### src/hw/rtl/sce_pkg.sv
// sce_pkg: types, command codes and constants of the stack calculator engine.
// No dependencies.
package sce_pkg;

  localparam int DefStackDepth = 32;
  localparam int WordW = 32;
  localparam int DepthOutW = 6;

  typedef enum logic [3:0] {
    CMD_PUSH = 4'd0, CMD_POP = 4'd1, CMD_ADD = 4'd2, CMD_SUB = 4'd3,
    CMD_MUL = 4'd4, CMD_DIV = 4'd5, CMD_NEG = 4'd6, CMD_NE = 4'd7,
    CMD_EQ = 4'd8, CMD_LE = 4'd9, CMD_GE = 4'd10, CMD_LT = 4'd11,
    CMD_GT = 4'd12, CMD_GCD = 4'd13, CMD_FACT = 4'd14, CMD_LOG2 = 4'd15
  } cmd_t;

  typedef struct packed {
    logic [3:0]        cmd;
    logic signed [31:0] push_value;
  } sce_in_t;

  typedef struct packed {
    logic signed [31:0] result_value;
    logic               printed;
    logic               underflow;
    logic               overflow;
    logic               divide_by_zero;
    logic               bad_operand;
    logic [5:0]         depth;
  } sce_out_t;

  typedef enum logic [3:0] {
    ST_IDLE, ST_RD_X, ST_WAIT_X, ST_RD_Y, ST_WAIT_Y, ST_EXEC, ST_MUL,
    ST_DIV, ST_GCD, ST_FACT, ST_LOG2, ST_PUT
  } state_t;

endpackage

### src/hw/rtl/sce_ram.sv
// sce_ram: generic single-port RAM, registered read.
// No dependencies.
module sce_ram #(
  parameter int Width = 32,
  parameter int Depth = 32
) (
  input  logic                     clk,
  input  logic                     we,
  input  logic [$clog2(Depth)-1:0] addr,
  input  logic [Width-1:0]         wdata,
  output logic [Width-1:0]         rdata
);
  logic [Width-1:0] mem [Depth];

  always_ff @(posedge clk) begin
    if (we) begin
      mem[addr] <= wdata;
    end
    rdata <= mem[addr];
  end
endmodule

### src/hw/rtl/sce_div.sv
// sce_div: radix-2 restoring divider, 32 steps, one bit a cycle.
// Unsigned quotient and remainder of magnitudes; caller fixes signs.
// Uses sce_pkg.
module sce_div
  import sce_pkg::*;
(
  input  logic        clk,
  input  logic        rst,
  input  logic        start,
  input  logic [31:0] dividend,
  input  logic [31:0] divisor,
  output logic        done,
  output logic [31:0] quotient,
  output logic [31:0] remainder
);
  logic [31:0] quo;
  logic [32:0] rem;
  logic [31:0] dsr;
  logic [5:0]  cnt;
  logic        run;
  logic [32:0] trial;

  assign trial = {rem[31:0], quo[31]} - {1'b0, dsr};

  always_ff @(posedge clk) begin
    if (rst) begin
      run <= 1'b0;
      done <= 1'b0;
      cnt <= '0;
    end else begin
      done <= 1'b0;
      if (start) begin
        run <= 1'b1;
        cnt <= 6'd32;
        quo <= dividend;
        rem <= '0;
        dsr <= divisor;
      end else if (run) begin
        if (!trial[32]) begin
          rem <= trial;
          quo <= {quo[30:0], 1'b1};
        end else begin
          rem <= {rem[31:0], quo[31]};
          quo <= {quo[30:0], 1'b0};
        end
        cnt <= cnt - 6'd1;
        if (cnt == 6'd1) begin
          run <= 1'b0;
          done <= 1'b1;
        end
      end
    end
  end

  assign quotient = quo;
  assign remainder = rem[31:0];
endmodule

### src/hw/rtl/stack_calculator_engine_unit.sv
// stack_calculator_engine_unit: stack calculator, top level.
// Uses sce_pkg, sce_ram, sce_div.
//
// channel  | ports                | handshake
// ---------+----------------------+-------------------------------------
// command  | start, busy, cmd_in  | taken at edge with start & !busy
// result   | res_valid, res_out   | one-cycle strobe, cannot be stalled
//
// Push goes straight to the put state; other commands read their operands first,
// and mul, div, gcd, fact and log2 may then run in their own states. Gcd steps
// by remainders on the serial divider. Reset clears the count; the RAM is not
// cleared since only entries below the count are read. The strobe lands in
// the first cycle with busy low, so the next command can be taken at its end.
module stack_calculator_engine_unit
  import sce_pkg::*;
#(
  parameter int STACK_DEPTH = DefStackDepth
) (
  input  logic     clk,
  input  logic     rst,
  input  logic     start,
  output logic     busy,
  input  sce_in_t  cmd_in,
  output logic     res_valid,
  output sce_out_t res_out
);
  localparam int AW = $clog2(STACK_DEPTH);
  localparam int CW = $clog2(STACK_DEPTH + 1);

  state_t state, state_next;
  logic [CW-1:0] count;
  cmd_t  cmd;
  logic [31:0] x, y, r, acc;
  logic under, dz, bad;
  logic [5:0] iter;
  logic [31:0] prod;
  logic mul_hi;

  // RAM port
  logic          we;
  logic [AW-1:0] addr;
  logic [31:0]   wdata, rdata;

  sce_ram #(.Width(WordW), .Depth(STACK_DEPTH)) u_ram (
    .clk(clk), .we(we), .addr(addr), .wdata(wdata), .rdata(rdata)
  );

  // divider: shared by div and gcd
  logic div_start, div_done;
  logic [31:0] div_a, div_b, div_q, div_r;
  sce_div u_div (
    .clk(clk), .rst(rst), .start(div_start), .dividend(div_a),
    .divisor(div_b), .done(div_done), .quotient(div_q), .remainder(div_r)
  );

  logic [31:0] mag_x, mag_y;
  assign mag_x = x[31] ? 32'(-x) : x;
  assign mag_y = y[31] ? 32'(-y) : y;

  logic signed [31:0] sx, sy;
  assign sx = x;
  assign sy = y;

  logic [CW-1:0] count_dec;
  assign count_dec = count - CW'(1);

  assign busy = (state != ST_IDLE);

  always_comb begin
    state_next = state;
    we = 1'b0;
    addr = count_dec[AW-1:0];
    wdata = r;
    div_start = 1'b0;
    div_a = mag_y;
    div_b = mag_x;
    case (state)
      ST_IDLE: if (start) begin
        if (cmd_in.cmd == CMD_PUSH) state_next = ST_PUT;
        else state_next = ST_RD_X;
      end
      ST_RD_X: begin
        state_next = (count == '0) ? ST_EXEC : ST_WAIT_X;
        if (count == '0 && !(cmd == CMD_POP || cmd == CMD_NEG ||
                            cmd == CMD_FACT || cmd == CMD_LOG2))
          state_next = ST_RD_Y;
      end
      ST_WAIT_X: begin
        if (cmd == CMD_POP || cmd == CMD_NEG || cmd == CMD_FACT ||
            cmd == CMD_LOG2) state_next = ST_EXEC;
        else state_next = ST_RD_Y;
      end
      ST_RD_Y: state_next = (count == '0) ? ST_EXEC : ST_WAIT_Y;
      ST_WAIT_Y: state_next = ST_EXEC;
      ST_EXEC: begin
        case (cmd)
          CMD_MUL: state_next = ST_MUL;
          CMD_DIV: begin
            if (x == '0) state_next = ST_PUT;
            else begin
              div_start = 1'b1;
              state_next = ST_DIV;
            end
          end
          CMD_GCD: state_next = ST_GCD;
          CMD_FACT: state_next = ST_FACT;
          CMD_LOG2: state_next = ST_LOG2;
          default: state_next = ST_PUT;
        endcase
      end
      ST_MUL: state_next = mul_hi ? ST_PUT : ST_MUL;
      ST_DIV: if (div_done) state_next = ST_PUT;
      ST_GCD: begin
        // a in y, b in x; iterate until b is zero, or stop at once if a equals b or bad
        div_a = y;
        div_b = x;
        if (iter == 6'd0) begin
          if (x == y || bad) state_next = ST_PUT;
          else if (x == '0) state_next = ST_PUT;
          else div_start = 1'b1;
        end
      end
      ST_FACT: if (iter == 6'd0) state_next = ST_PUT;
      ST_LOG2: if (iter == 6'd0) state_next = ST_PUT;
      ST_PUT: begin
        addr = count[AW-1:0];
        we = (cmd != CMD_POP) && (count < CW'(STACK_DEPTH));
        state_next = ST_IDLE;
      end
      default: state_next = ST_IDLE;
    endcase
  end

  always_ff @(posedge clk) begin
    if (rst) state <= ST_IDLE;
    else state <= state_next;
  end

  always_ff @(posedge clk) begin
    if (rst) begin
      count <= '0;
      res_valid <= 1'b0;
      iter <= '0;
      mul_hi <= 1'b0;
    end else begin
      res_valid <= 1'b0;
      case (state)
        ST_IDLE: if (start) begin
          cmd <= cmd_t'(cmd_in.cmd);
          r <= cmd_in.push_value;
          under <= 1'b0;
          dz <= 1'b0;
          bad <= 1'b0;
        end
        ST_RD_X: if (count == '0) begin
          x <= '1;
          under <= 1'b1;
        end else count <= count_dec;
        ST_WAIT_X: x <= rdata;
        ST_RD_Y: if (count == '0) begin
          y <= '1;
          under <= 1'b1;
        end else count <= count_dec;
        ST_WAIT_Y: y <= rdata;
        ST_EXEC: begin
          mul_hi <= 1'b0;
          iter <= '0;
          case (cmd)
            CMD_POP: r <= x;
            CMD_ADD: r <= y + x;
            CMD_SUB: r <= y - x;
            CMD_MUL: prod <= x * y;
            CMD_DIV: if (x == '0) begin
              dz <= 1'b1;
              r <= '0;
            end
            CMD_NEG: r <= 32'(-x);
            CMD_NE: r <= {31'd0, sx != sy};
            CMD_EQ: r <= {31'd0, sx == sy};
            CMD_LE: r <= {31'd0, sy <= sx};
            CMD_GE: r <= {31'd0, sy >= sx};
            CMD_LT: r <= {31'd0, sy < sx};
            CMD_GT: r <= {31'd0, sy > sx};
            CMD_GCD: begin
              if (x == y) r <= x;
              else if (sx <= 0 || sy <= 0) begin
                bad <= 1'b1;
                r <= '0;
              end
            end
            CMD_FACT: begin
              acc <= 32'd1;
              if (sx >= 34 || sx <= 0) iter <= '0;
              else iter <= x[5:0];
            end
            CMD_LOG2: begin
              acc <= 32'd1;
              iter <= (sx > 1) ? 6'd32 : 6'd0;
              r <= '0;
            end
            default: r <= r;
          endcase
        end
        ST_MUL: begin
          r <= prod;
          mul_hi <= 1'b1;
        end
        ST_DIV: if (div_done) begin
          r <= (x[31] ^ y[31]) ? 32'(-div_q) : div_q;
        end
        ST_GCD: begin
          if (iter == 6'd0) begin
            if (x == y || bad) begin
            end else if (x == '0) r <= y;
            else iter <= 6'd1;
          end else if (div_done) begin
            y <= x;
            x <= div_r;
            iter <= '0;
          end
        end
        ST_FACT: if (iter != '0) begin
          acc <= 32'(acc * {26'd0, iter});
          iter <= iter - 6'd1;
        end else r <= (acc == '0) ? 32'd1 : acc;
        ST_LOG2: if (iter != '0) begin
          if ({1'b0, acc} < {1'b0, x}) begin
            acc <= {acc[30:0], 1'b0};
            r <= r + 32'd1;
            iter <= iter - 6'd1;
          end else iter <= '0;
        end
        ST_PUT: begin
          res_valid <= 1'b1;
          res_out.result_value <= r;
          res_out.printed <= (cmd == CMD_POP);
          res_out.underflow <= under;
          res_out.divide_by_zero <= dz;
          res_out.bad_operand <= bad;
          if (cmd != CMD_POP && count < CW'(STACK_DEPTH)) begin
            count <= count + CW'(1);
            res_out.overflow <= 1'b0;
            res_out.depth <= 6'(count + CW'(1));
          end else begin
            res_out.overflow <= (cmd != CMD_POP);
            res_out.depth <= 6'(count);
          end
        end
        default: ;
      endcase
    end
  end
endmodule

### config.mk
export PLATFORM = sky130hd
export DESIGN_NAME = stack_calculator_engine_unit
export DESIGN_NICKNAME = d
export VERILOG_FILES = /design/src/hw/rtl/sce_pkg.sv /design/src/hw/rtl/sce_ram.sv /design/src/hw/rtl/sce_div.sv /design/src/hw/rtl/stack_calculator_engine_unit.sv
export SDC_FILE = /design/constraint.sdc
export NUM_CORES = 2
export LEC_CHECK = 0
export ABC_AREA = 1
export BUFFER_PORTS_ARGS = -buffer_cell sky130_fd_sc_hd__buf_2
export CAP_MARGIN = 0
export CORE_ASPECT_RATIO = 0.8
export CORE_MARGIN = 2
export CORE_UTILIZATION = 60
export CTS_BUF_LIST = sky130_fd_sc_hd__clkbuf_8
export DETAILED_ROUTE_END_ITERATION = 16
export GPL_TIMING_DRIVEN = 0
export PLACE_DENSITY_LB_ADDON = 0.1
export SYNTH_ARGS = -nofsm -noshare
export SYNTH_HDL_FRONTEND = slang
export SYNTH_SLANG_ARGS = --single-unit
### constraint.sdc
create_clock -name clk -period 20.5 [get_ports clk]
set_clock_uncertainty 0.2 [all_clocks]
set_input_delay 1.025 -clock clk [delete_from_list [all_inputs] [get_ports clk]]
set_output_delay 1.025 -clock clk [all_outputs]
set_load 0.02 [all_outputs]
==> impl_results.md <==
* Register area at a little over 40000 sq um
* Die span in y at 344 microns
* Final nets at between 10000 and 15000
* CTS tree: built
* Via Count at 75700
* # hold bufs at CTS at 0
* Critical path arrival at between 10000 and 15000 ps
* HPWL after DPL at around 290 mm
* Syn Area/Cell at slightly below 10 sq um
* Largest fanout on the critical path at 12
* TritonCTS Buffers at ~210
* Chip Width at 428 microns
* Worst Setup SP: sx[3]
* Unrepaired setup endpoints after global routing: false
* CTS Sinks at between 1000 and 1500
* Nature of the critical path endpoint: flop
* Final setup vio count at 0
* First-pass DRT Iterations at 9
* MaxCap Viol Count at 1
* Core Footprint at around 140000 sq um
* Final period util at around 49%
* Final Max Tran Viols at 2
* First-pass GRT wire length at 512 mm
* Multi-input logic area at between 30000 and 40000 sq um
* RePlAce Congestion at between 1 and 1.5
* Fill cell count at 11000
* Status: finished with violations
* Iter 0 DRT Violations at about 14000
* Failing checks: capacitance limit, slew limit
* Overall Global Routing Usage at between 40% and 50%
* WL final at 372 mm
* Number of cell rows at about 120
* H-tree levels at 4
* Cells after Synth at ~8900
* Number of flops mapped to enable cells by yosys at between 1000 and 1500
* Initial Utilization at approximately three fifths
* Sequential share of the synthesized area at 47.5%
* Root buf cell: clkbuf_8
* CP required at between 20000 and 25000 ps
* DRC at 0
* CP Launch Type: flop
* Post-synthesis cell area at roughly 86000 sq um
* GR Overflow Total at 0
* Post-synth top flop: edfxtp_1
* Clk slew on worst S/H paths at roughly 70 ps
* Vias in the first global route at around 70000
* Final setup TNS at 0 ps
* Clk buf depth at 3
* Hold path depth at 1
* IO buf count at slightly above 80
* RR Endpoint: prod[31]
* Min-Delay Path Class: input pin to flop
* CTS resizes at 0
* Async set-or-reset flop fraction in the synthesized netlist at 0%
* Synthesis-to-layout area growth at 10.6%
* Syn. warnings at 0
* Layout cell share with drive strength beyond 1 at ~7.3%
* Io pins at between 80 and 90
* Tmin final at just over 10000 ps
* Pin count of the biggest net entering global routing at 38
* Post-route antenna net violation count at 0
* Reg2reg start: sx[3]
* Drt wl/cell at about 33 microns
* Vias/cell at between 6 and 7
* Achievable clock frequency at a little under 100 MHz
* Path depth of the worst reg2reg path at 25
* Final hold vios at 0
* Netlist cell types at 67
* # Post-CTS Setup Buffers at 0
* Net Count, Synth at roughly 10000
* Initial antenna violation count at 37
* R2r setup slk at 10360 ps
* Critical setup path kind: flop to flop
* Slew margin rel. at -2.33%
* Worst skew pair latency at between 1000 and 1500 ps
* Crit path capture: prod[31]
* Seq cells post-synth at 1388
* Slew at the pin closest to its max-slew limit at around 1500 ps
* Die Area at ~150000 sq um
## cell families (layout without fill, tap and decap cells)
group,after synthesis,after routing,share of synthesized area [%]
compound gates,1630,1630,11.6
xor+xnor,182,182,1.84
fa+ha+maj,816,816,16.3
buf+inv,1811,2360,8.13
flops,1388,1388,47.5
other cells,0,22,0
simple gates,3038,3038,14.6
## per-stage QoR
stage | area, sq um | cells | hold WS [ps] | setup slack (ps) | util [%]
floorplan | 86500 | 8865 | 200 | 13600 | -
global placement | 89200 | 10800 | 262 | 10670 | 62.4
detailed placement | 91400 | 10900 | 280 | 11000 | 63.9
CTS | 95500 | 11300 | 39.7 | 10950 | 66.7
global route | 95600 | 11300 | 48.1 | 10470 | 66.8
finish | 95700 | 11300 | 49.5 | 10360 | 66.9
## final cells by class
| class | count | share of cell area [%] |
|---|---|---|
| Sequential cell | 1388 | 43.0 |
| Inverter | 1382 | 5.42 |
| Antenna cell | 22 | 0.0576 |
| Clock buffer | 214 | 3.08 |
| Multi-Input combinational cell | 5666 | 40.4 |
| Buffer | 429 | 1.93 |
| Timing Repair Buffer | 171 | 2.55 |
| Tap cell | 1890 | 2.47 |
| Clock inverter | 164 | 1.11 |
## cells in the final DEF, fill, tap and decap left out, types with 44 or more instances in the layout
master    Yosys  routed
or2_1        58      58
edfxtp_1   1330    1330
nand2_1    1803    1802
nor3_1      149     149
buf_1        53      53
fa_1        520     520
clkbuf_8      0     214
o211ai_1     44      44
clkbuf_1    229     227
a22oi_1     515     515
a21oi_1     578     578
inv_1      1355    1421
ha_1        296     296
nand3_1     344     344
xnor2_1      48      48
o21ai_0     327     327
xor2_1      134     134
clkinv_1      9      50
dfxtp_1      58      58
nand4_1      78      78
buf_2       129     212
buf_16        0      44
nor2_1      527     489
## sequential cells by signal, indices dropped and copies added (netlist names), 4 cells and up
name / cells
iter: 6
state: 4
u_ram.rdata: 32
cmd: 4
u_div.cnt: 6
u_div.rem: 32
sy: 32
u_ram.mem: 1024
r: 32
u_div.dsr: 32
prod: 32
acc: 32
sx: 32
count: 6
res_out: 43
u_div.quotient: 32
## layer usage
layer	share of wire, %	global-route usage (%)	up-vias
met5	0.23	3.94	-
met4	5.3	21.1	34
met3	21	31.2	1231
met2	37	62.6	7533
met1	36	67.7	36400
li1	-	-	30600
## how the worst min path moves through the flow
| stage | from | to | slack (ps) |
|---|---|---|---|
| 2_1_floorplan | dz | res_out[7] | 200 |
| 3_3_place_gp | u_div.cnt[3] | u_div.cnt[3] | 260 |
| 3_5_place_dp | u_div.cnt[1] | u_div.cnt[1] | 280 |
| 4_1_cts | cmd_in[35] | cmd[3] | 40 |
| 5_1_grt | cmd_in[34] | cmd[2] | 50 |
| 6_report | cmd_in[35] | cmd[3] | 50 |
## worst max-delay path: stages, from the launching register on
cell and delay, ps:
edfxtp_1 970, clkbuf_1 1070, buf_1 970, nand2_1 180, fa_1 480, fa_1 540
inv_1 50, ha_1 300, fa_1 520, inv_1 60, fa_1 460, fa_1 550
fa_1 440, fa_1 500, inv_1 40, ha_1 340, inv_1 100, o21bai_1 100
a21oi_1 180, nor2_1 60, a211oi_1 540, o21ai_0 190, nor2_1 660, inv_1 80
nand2_1 90, nand2_1 130
## cells in the mapped netlist, types with 5 or more instances
master	count	area [sq um]
a211oi_1	14	105
a21boi_0	12	90.1
a21o_1	12	90.1
a21oi_1	578	2890
a221oi_1	22	193
a22oi_1	515	3870
a31oi_1	32	200
buf_1	53	199
buf_2	129	646
buf_4	8	60.1
buf_6	5	56.3
clkbuf_1	229	860
clkbuf_2	5	25.0
clkinv_1	9	33.8
dfxtp_1	58	1160
edfxtp_1	1330	39900
fa_1	520	10400
ha_1	296	3700
inv_1	1355	5090
inv_2	18	67.6
nand2_1	1803	6770
nand3_1	344	1720
nand3b_1	10	75.1
nand4_1	78	488
nor2_1	527	1980
nor3_1	149	746
nor4_1	30	188
o2111ai_1	5	43.8
o211ai_1	44	330
o21a_1	5	37.5
o21ai_0	327	1640
o21bai_1	28	210
o22ai_1	10	62.6
or2_1	58	363
or2_2	12	75.1
xnor2_1	48	420
xor2_1	134	1170
Power is not shown: default switching activity piles up to over one toggle a cycle in this logic, so the estimate is an artifact.
